==> config.mk <==
export PLATFORM = sky130hd
export DESIGN_NAME = battery_level_interpolator_unit
export DESIGN_NICKNAME = d
export VERILOG_FILES = /design/src/rtl/core/bli_pkg.sv /design/src/rtl/core/battery_level_interpolator_unit.sv
export SDC_FILE = /design/constraint.sdc
export NUM_CORES = 1
export LEC_CHECK = 0
export BUFFER_PORTS_ARGS = -buffer_cell sky130_fd_sc_hd__buf_4
export CORE_MARGIN = 5
export CORE_UTILIZATION = 35
export DETAILED_ROUTE_END_ITERATION = 8
export PLACE_DENSITY_LB_ADDON = 0.15
export SLEW_MARGIN = 20
export SYNTH_ARGS = -nofsm -noshare
export SYNTH_HDL_FRONTEND = slang
export SYNTH_SLANG_ARGS = --single-unit
==> constraint.sdc <==
create_clock -name clk -period 8.8 [get_ports clk]
set_input_delay 2.64 -clock clk [delete_from_list [all_inputs] [get_ports clk]]
set_output_delay 2.64 -clock clk [all_outputs]
set_load 0.03 [all_outputs]
==> src/rtl/core/bli_pkg.sv <==
// ----------------------------------------------------------------------------
// bli_pkg
// Widths, register map and reset values of the battery level interpolator.
// ----------------------------------------------------------------------------
`default_nettype none

package bli_pkg;

  localparam int MV_W    = 16;
  localparam int LEVEL_W = 14;
  localparam int PROD_W  = MV_W + LEVEL_W;
  localparam int ADDR_W  = 5;
  localparam int DATA_W  = 32;

  // register indexes (byte address / 4)
  localparam logic [2:0] REG_TOP_MV = 3'd0;
  localparam logic [2:0] REG_TOP_LVL = 3'd1;
  localparam logic [2:0] REG_MID_MV = 3'd2;
  localparam logic [2:0] REG_MID_LVL = 3'd3;
  localparam logic [2:0] REG_BOT_MV = 3'd4;
  localparam logic [2:0] REG_BOT_LVL = 3'd5;

  localparam logic [MV_W-1:0]    RST_TOP_MV  = 16'd3950;
  localparam logic [LEVEL_W-1:0] RST_TOP_LVL = 14'd10000;
  localparam logic [MV_W-1:0]    RST_MID_MV  = 16'd3550;
  localparam logic [LEVEL_W-1:0] RST_MID_LVL = 14'd625;
  localparam logic [MV_W-1:0]    RST_BOT_MV  = 16'd3100;
  localparam logic [LEVEL_W-1:0] RST_BOT_LVL = 14'd0;

endpackage

`default_nettype wire

==> src/rtl/core/battery_level_interpolator_unit.sv <==
// ----------------------------------------------------------------------------
// battery_level_interpolator_unit
// Outside the curve, an input transaction goes from the segment choice straight
// to the output register; inside it, a shift-add multiply runs, then a
// restoring divide, one quotient bit per cycle. One item at a time: the next
// input is taken only once the last result is registered, later if a result stalls.
// Synchronous active-low reset restores the curve registers to their defaults.
// ----------------------------------------------------------------------------
`default_nettype none

module battery_level_interpolator_unit
  import bli_pkg::*;
(
  input  wire logic              clk,
  input  wire logic              rst_n,
  // input stream
  input  wire logic              in_tvalid,
  output logic                   in_tready,
  input  wire logic [15:0]       in_tdata,    // [15:0] millivolts
  // result stream
  output logic                   out_tvalid,
  input  wire logic              out_tready,
  output logic [15:0]            out_tdata,   // [13:0] charge_level, [15:14] zero
  // configuration
  input  wire logic              cfg_psel,
  input  wire logic              cfg_penable,
  input  wire logic              cfg_pwrite,
  input  wire logic [ADDR_W-1:0] cfg_paddr,
  input  wire logic [DATA_W-1:0] cfg_pwdata,
  output logic [DATA_W-1:0]      cfg_prdata,
  output logic                   cfg_pready
);

  localparam logic [2:0] S_IDLE = 3'd0;
  localparam logic [2:0] S_SEL  = 3'd1;
  localparam logic [2:0] S_MUL  = 3'd2;
  localparam logic [2:0] S_DIV  = 3'd3;
  localparam logic [2:0] S_FIN  = 3'd4;

  localparam logic [3:0] MUL_LAST = 4'(MV_W - 1);
  localparam logic [3:0] DIV_LAST = 4'(LEVEL_W - 1);

  // curve registers
  logic [MV_W-1:0]    top_mv_r, mid_mv_r, bot_mv_r;
  logic [LEVEL_W-1:0] top_lvl_r, mid_lvl_r, bot_lvl_r;
  logic [2:0]         cfg_idx;
  logic               cfg_wr;

  // datapath
  logic [2:0]         state_r, state_nxt;
  logic [3:0]         cnt_r, cnt_nxt;
  logic [MV_W-1:0]    mv_r, mv_nxt;
  logic [MV_W-1:0]    span_r, span_nxt;
  logic [LEVEL_W-1:0] rise_r, rise_nxt;
  logic [LEVEL_W-1:0] base_r, base_nxt;
  logic               neg_r, neg_nxt;
  logic [PROD_W-1:0]  prod_r, prod_nxt;
  logic               out_valid_r, out_valid_nxt;
  logic [LEVEL_W-1:0] out_data_r, out_data_nxt;

  // segment selection
  logic               ge_top, ge_mid, ge_bot, seg_hi;
  logic [MV_W-1:0]    hi_mv, lo_mv;
  logic [LEVEL_W-1:0] hi_lvl, lo_lvl;

  // serial arithmetic
  logic [LEVEL_W:0]   mul_sum;
  logic [MV_W:0]      div_trial;
  logic [MV_W:0]      div_diff;
  logic [LEVEL_W-1:0] result;
  logic               out_free;

  // --------------------------------------------------------------------------
  // configuration port
  // --------------------------------------------------------------------------
  assign cfg_pready = 1'b1;
  assign cfg_idx    = cfg_paddr[4:2];
  assign cfg_wr     = cfg_psel && cfg_penable && cfg_pwrite && cfg_pready;

  always_ff @(posedge clk) begin
    if (!rst_n) begin
      top_mv_r  <= RST_TOP_MV;
      top_lvl_r <= RST_TOP_LVL;
      mid_mv_r  <= RST_MID_MV;
      mid_lvl_r <= RST_MID_LVL;
      bot_mv_r  <= RST_BOT_MV;
      bot_lvl_r <= RST_BOT_LVL;
    end else if (cfg_wr) begin
      case (cfg_idx)
        REG_TOP_MV:  top_mv_r  <= cfg_pwdata[MV_W-1:0];
        REG_TOP_LVL: top_lvl_r <= cfg_pwdata[LEVEL_W-1:0];
        REG_MID_MV:  mid_mv_r  <= cfg_pwdata[MV_W-1:0];
        REG_MID_LVL: mid_lvl_r <= cfg_pwdata[LEVEL_W-1:0];
        REG_BOT_MV:  bot_mv_r  <= cfg_pwdata[MV_W-1:0];
        REG_BOT_LVL: bot_lvl_r <= cfg_pwdata[LEVEL_W-1:0];
        default: ;
      endcase
    end
  end

  always_comb begin
    case (cfg_idx)
      REG_TOP_MV:  cfg_prdata = DATA_W'(top_mv_r);
      REG_TOP_LVL: cfg_prdata = DATA_W'(top_lvl_r);
      REG_MID_MV:  cfg_prdata = DATA_W'(mid_mv_r);
      REG_MID_LVL: cfg_prdata = DATA_W'(mid_lvl_r);
      REG_BOT_MV:  cfg_prdata = DATA_W'(bot_mv_r);
      REG_BOT_LVL: cfg_prdata = DATA_W'(bot_lvl_r);
      default:     cfg_prdata = '0;
    endcase
  end

  // --------------------------------------------------------------------------
  // segment choice: the upper segment runs mid..top, the lower bottom..mid
  // --------------------------------------------------------------------------
  assign ge_top = (mv_r >= top_mv_r);
  assign ge_mid = (mv_r >= mid_mv_r);
  assign ge_bot = (mv_r >= bot_mv_r);
  assign seg_hi = ge_mid;

  assign hi_mv  = seg_hi ? top_mv_r  : mid_mv_r;
  assign lo_mv  = seg_hi ? mid_mv_r  : bot_mv_r;
  assign hi_lvl = seg_hi ? top_lvl_r : mid_lvl_r;
  assign lo_lvl = seg_hi ? mid_lvl_r : bot_lvl_r;

  // LSB-first shift-add: high half accumulates, multiplier shifts out below
  assign mul_sum = {1'b0, prod_r[PROD_W-1:MV_W]} +
                   (prod_r[0] ? {1'b0, rise_r} : '0);

  // restoring divide: partial remainder in the high bits, quotient shifts in
  assign div_trial = {prod_r[PROD_W-1:LEVEL_W], prod_r[LEVEL_W-1]};
  assign div_diff  = div_trial - {1'b0, span_r};

  // quotient magnitude is below the level rise, so the result stays in range
  assign result   = neg_r ? (base_r - prod_r[LEVEL_W-1:0])
                          : (base_r + prod_r[LEVEL_W-1:0]);
  assign out_free = !out_valid_r || out_tready;

  always_comb begin
    state_nxt     = state_r;
    cnt_nxt       = cnt_r;
    mv_nxt        = mv_r;
    span_nxt      = span_r;
    rise_nxt      = rise_r;
    base_nxt      = base_r;
    neg_nxt       = neg_r;
    prod_nxt      = prod_r;
    out_data_nxt  = out_data_r;
    out_valid_nxt = out_valid_r && !out_tready;

    case (state_r)
      S_IDLE: begin
        if (in_tvalid) begin
          mv_nxt    = in_tdata;
          state_nxt = S_SEL;
        end
      end
      S_SEL: begin
        if (ge_top || (!ge_mid && !ge_bot)) begin
          // outside the curve: pass the end level straight through
          base_nxt  = ge_top ? top_lvl_r : bot_lvl_r;
          neg_nxt   = 1'b0;
          prod_nxt  = '0;
          state_nxt = S_FIN;
        end else begin
          span_nxt  = hi_mv - lo_mv;
          neg_nxt   = (hi_lvl < lo_lvl);
          rise_nxt  = (hi_lvl < lo_lvl) ? (lo_lvl - hi_lvl) : (hi_lvl - lo_lvl);
          base_nxt  = lo_lvl;
          prod_nxt  = {{LEVEL_W{1'b0}}, mv_r - lo_mv};
          cnt_nxt   = MUL_LAST;
          state_nxt = S_MUL;
        end
      end
      S_MUL: begin
        prod_nxt = {mul_sum, prod_r[MV_W-1:1]};
        cnt_nxt  = cnt_r - 4'd1;
        if (cnt_r == '0) begin
          cnt_nxt   = DIV_LAST;
          state_nxt = S_DIV;
        end
      end
      S_DIV: begin
        if (!div_diff[MV_W]) begin
          prod_nxt = {div_diff[MV_W-1:0], prod_r[LEVEL_W-2:0], 1'b1};
        end else begin
          prod_nxt = {div_trial[MV_W-1:0], prod_r[LEVEL_W-2:0], 1'b0};
        end
        cnt_nxt = cnt_r - 4'd1;
        if (cnt_r == '0) begin
          state_nxt = S_FIN;
        end
      end
      S_FIN: begin
        if (out_free) begin
          out_data_nxt  = result;
          out_valid_nxt = 1'b1;
          state_nxt     = S_IDLE;
        end
      end
      default: state_nxt = S_IDLE;
    endcase
  end

  always_ff @(posedge clk) begin
    if (!rst_n) begin
      state_r     <= S_IDLE;
      cnt_r       <= '0;
      out_valid_r <= 1'b0;
    end else begin
      state_r     <= state_nxt;
      cnt_r       <= cnt_nxt;
      out_valid_r <= out_valid_nxt;
    end
  end

  always_ff @(posedge clk) begin
    mv_r       <= mv_nxt;
    span_r     <= span_nxt;
    rise_r     <= rise_nxt;
    base_r     <= base_nxt;
    neg_r      <= neg_nxt;
    prod_r     <= prod_nxt;
    out_data_r <= out_data_nxt;
  end

  assign in_tready  = (state_r == S_IDLE);
  assign out_tvalid = out_valid_r;
  assign out_tdata  = {2'b00, out_data_r};

endmodule

`default_nettype wire

==> flow_summary_export.csv <==
group,metric,value,unit
run_status,status,"completed",
clocking,hold_buffers,0,
grt,grt_pass1_vias,12700,
worst_setup_path,path_class,"primary input to output pin",
synth,yosys_warnings,0,
floorplanning,chipHeight,222,um
drt,viasPerCell,5.38,
clocking,clk_latency,0.56,ns
drt,dr_total_vias,13500,
place,dp_hpwl,39600,um
worst_setup_path,arrival,4.33,ns
floorplanning,start_util,35.6,%
drt,drtIter0Drc,1129,
timing,period_share,79.3,%
floorplanning,rows,77,
synth,synth_edf_count,105,
clocking,cts_made_buffers,26,
synth,synthDistinctLibCells,69,
synth,ys_ff_latch,203,
floorplanning,io_pins,111,
worst_setup_path,end_kind,"output pin",
clocking,clkTransAtPathRegs,0.06,ns
floorplanning,core_area,44400,um^2
worst_setup_path,cp.required,6.16,ns
drt,routed_wl,51400,um
timing,finalSetupViolCount,0,
floorplanning,die_area,49500,um^2
clocking,cts.path.max_buffers,3,
clocking,ctsResizeCount,0,
grt,overflow,0,
clocking,cts_setup_buffers,0,
hold_path,hold_class,"flop to flop",
drt,drc,0,
timing,finalHoldViolCount,0,
finish,final_nets,2100,
grt,track_usage,20.0,%
power,pwr_density_cell,171,nW/um^2
clocking,cts-htree-levels,1,
synth,ys.flop_type,"edfxtp_1",
finish,regArea,5120,um^2
drt,drtPass1Iterations,5,
timing,fin_crit,6.97,ns
timing,slew_viol_final,0,
place,place_congestion,0.920,
worst_setup_path,path_max_fanout,52,
finish,final_common_cell,"nand2_1",
power,ir_drop,131,uV
timing,max-slew-margin-rel,27.8,%
grt,grt_max_degree,99,
timing,worst_pin_slew,1.08,ns
flow_run,drv_cap,0,
clocking,cts_tree,"yes",
timing,setup_ws,1.83,ns
place,dp_slack,1.89,ns
synth,synthArstFlopShare,0,%
finish,final_cell_mix,"nand2_1 (265), nor2_1 (140), inv_1 (139), ha_1 (132), edfxtp_1 (105)",
finish,fillers,4498,
synth,synthCells,1878,
finish,drive_gt1_share,9.00,%
finish,synthToLayoutAreaGrowth,11.9,%
place,io_buffers,73,
clocking,cts_root_buf,"clkbuf_16",
drt,ant_nets,0,
timing,fmax,0.143,GHz
worst_setup_path,startpoint_type,"primary input",
floorplanning,dieWidth,222,um
grt,grt_pass1_wl,77700,um
finish,multiInputGateArea,9770,um^2
clocking,numClockSinks,203,
power,leakage,0.00733,uW
drt,routedWlPerCell,20.5,um
synth,syn_area,15800,um^2
timing,fin_setup_tns,0,ns
timing,rsz0062_at_grt,"no",
finish,num_antenna_cells,0,
grt,antenna_found_initial,2,
synth,ys_seq_area_share,32.4,%
timing,clock_skew,0.0153,ns
synth,syn_avg_cell_area,8.41,um^2
[layer usage]
metal | share of wire [%] | global-route usage [%] | vias to the layer above
met5 | 0 | 0 | -
met4 | 3.7 | 6.86 | 0
met3 | 5.9 | 2.47 | 67
met2 | 45 | 32.4 | 414
met1 | 45 | 27.6 | 6364
li1 | - | - | 6679
[per-stage QoR]
stage | area (um^2) | std cells | utilization [%] | hold WS, ns | power (uW)
after global placement | 16800 | 2467 | 37.9 | 0.478 | 1970
after CTS | 17700 | 2515 | 39.8 | 0.493 | 3050
final | 17700 | 2515 | 39.8 | 0.485 | 3020
after detailed placement | 16800 | 2467 | 37.9 | 0.484 | 1980
after global routing | 17700 | 2515 | 39.8 | 0.501 | 3190
after floorplan | 15900 | 1895 | - | 0.454 | 1750
[area by class of cell]
type	instances	area share (%)
Timing Repair Buffer	90	3.82
Inverter	140	2.97
Clock inverter	11	0.545
Sequential cell	203	28.9
Clock buffer	37	4.26
Multi-Input combinational cell	1442	55.3
Tap cell	592	4.19
[cell families (layout without fill, tap and decap cells)]
family	Yosys count	in the layout	synth area share, %
other cells	2	19	0.0475
fa+ha+maj	149	149	11.9
buf+inv	250	278	6.43
simple gates	598	598	17.0
compound gates	472	472	19.7
xor+xnor	100	100	5.54
flops	203	203	32.4
mux	104	104	7.06
[power by group]
| group | internal, uW | switching [uW] |
|---|---|---|
| clock network | 624 | 433 |
| registers | 1070 | 57.0 |
| logic | 343 | 496 |
[worst paths after layout]
path / start / to / slack [ns] / cells after the start
setup reg to reg: mid_mv_r[11] / rise_r[12] / 1.89 / 23
setup / recovery: cfg_paddr[2] / cfg_prdata[3] / 1.83 / 6
hold / removal: top_mv_r[14] / top_mv_r[14] / 0.48 / 2
hold reg to reg: top_mv_r[14] / top_mv_r[14] / 0.48 / 2
[critical path, stage by stage]
cell and delay (ns):
buf_4 0.52, inv_1 0.12, nor2_1 0.30, a22oi_1 0.14, o22ai_1 0.35, buf_4 0.24
[synthesized netlist by cell type, types with 6 or more instances]
| master | instances | area share (%) |
|---|---|---|
| a21boi_0 | 58 | 2.8 |
| buf_1 | 13 | 0.31 |
| o221ai_1 | 7 | 0.39 |
| mux2i_1 | 90 | 5.7 |
| clkbuf_1 | 73 | 1.7 |
| nand4_1 | 16 | 0.63 |
| o21a_1 | 6 | 0.29 |
| buf_4 | 19 | 0.90 |
| a211oi_1 | 16 | 0.76 |
| inv_1 | 139 | 3.3 |
| o22ai_1 | 31 | 1.2 |
| nor2b_1 | 33 | 1.3 |
| nor2_1 | 142 | 3.4 |
| maj3_1 | 9 | 0.57 |
| xor2_1 | 19 | 1.1 |
| nor3b_1 | 6 | 0.29 |
| o211a_1 | 6 | 0.38 |
| o31ai_1 | 10 | 0.48 |
| edfxtp_1 | 105 | 20 |
| and3_1 | 7 | 0.28 |
| mux2_2 | 9 | 0.64 |
| a31oi_1 | 22 | 0.87 |
| dfxtp_1 | 98 | 12 |
| nand2_1 | 265 | 6.3 |
| a21o_1 | 42 | 2.0 |
| o21bai_1 | 10 | 0.48 |
| nand3_1 | 38 | 1.2 |
| and2_1 | 24 | 0.95 |
| nor3_1 | 22 | 0.70 |
| xnor2_1 | 81 | 4.5 |
| a211o_1 | 6 | 0.33 |
| o211ai_1 | 32 | 1.5 |
| a22oi_1 | 8 | 0.38 |
| a221oi_1 | 8 | 0.44 |
| nand2b_1 | 21 | 0.83 |
| a21oi_1 | 94 | 3.0 |
| nor4_1 | 6 | 0.24 |
| ha_1 | 132 | 10 |
| o21ai_0 | 87 | 2.8 |
[sequential cells by signal, summed over array words and instances, names as in the netlist]
| register | cells |
|---|---|
| state_r | 3 |
| mid_mv_r | 16 |
| base_r | 14 |
| out_data_r | 14 |
| cnt_r | 4 |
| span_r | 16 |
| out_tvalid | 1 |
| bot_lvl_r | 14 |
| top_mv_r | 16 |
| rise_r | 14 |
| prod_r | 30 |
| mid_lvl_r | 14 |
| top_lvl_r | 14 |
| mv_r | 16 |
| bot_mv_r | 16 |
| neg_r | 1 |
(Power assumes the default switching activity.)
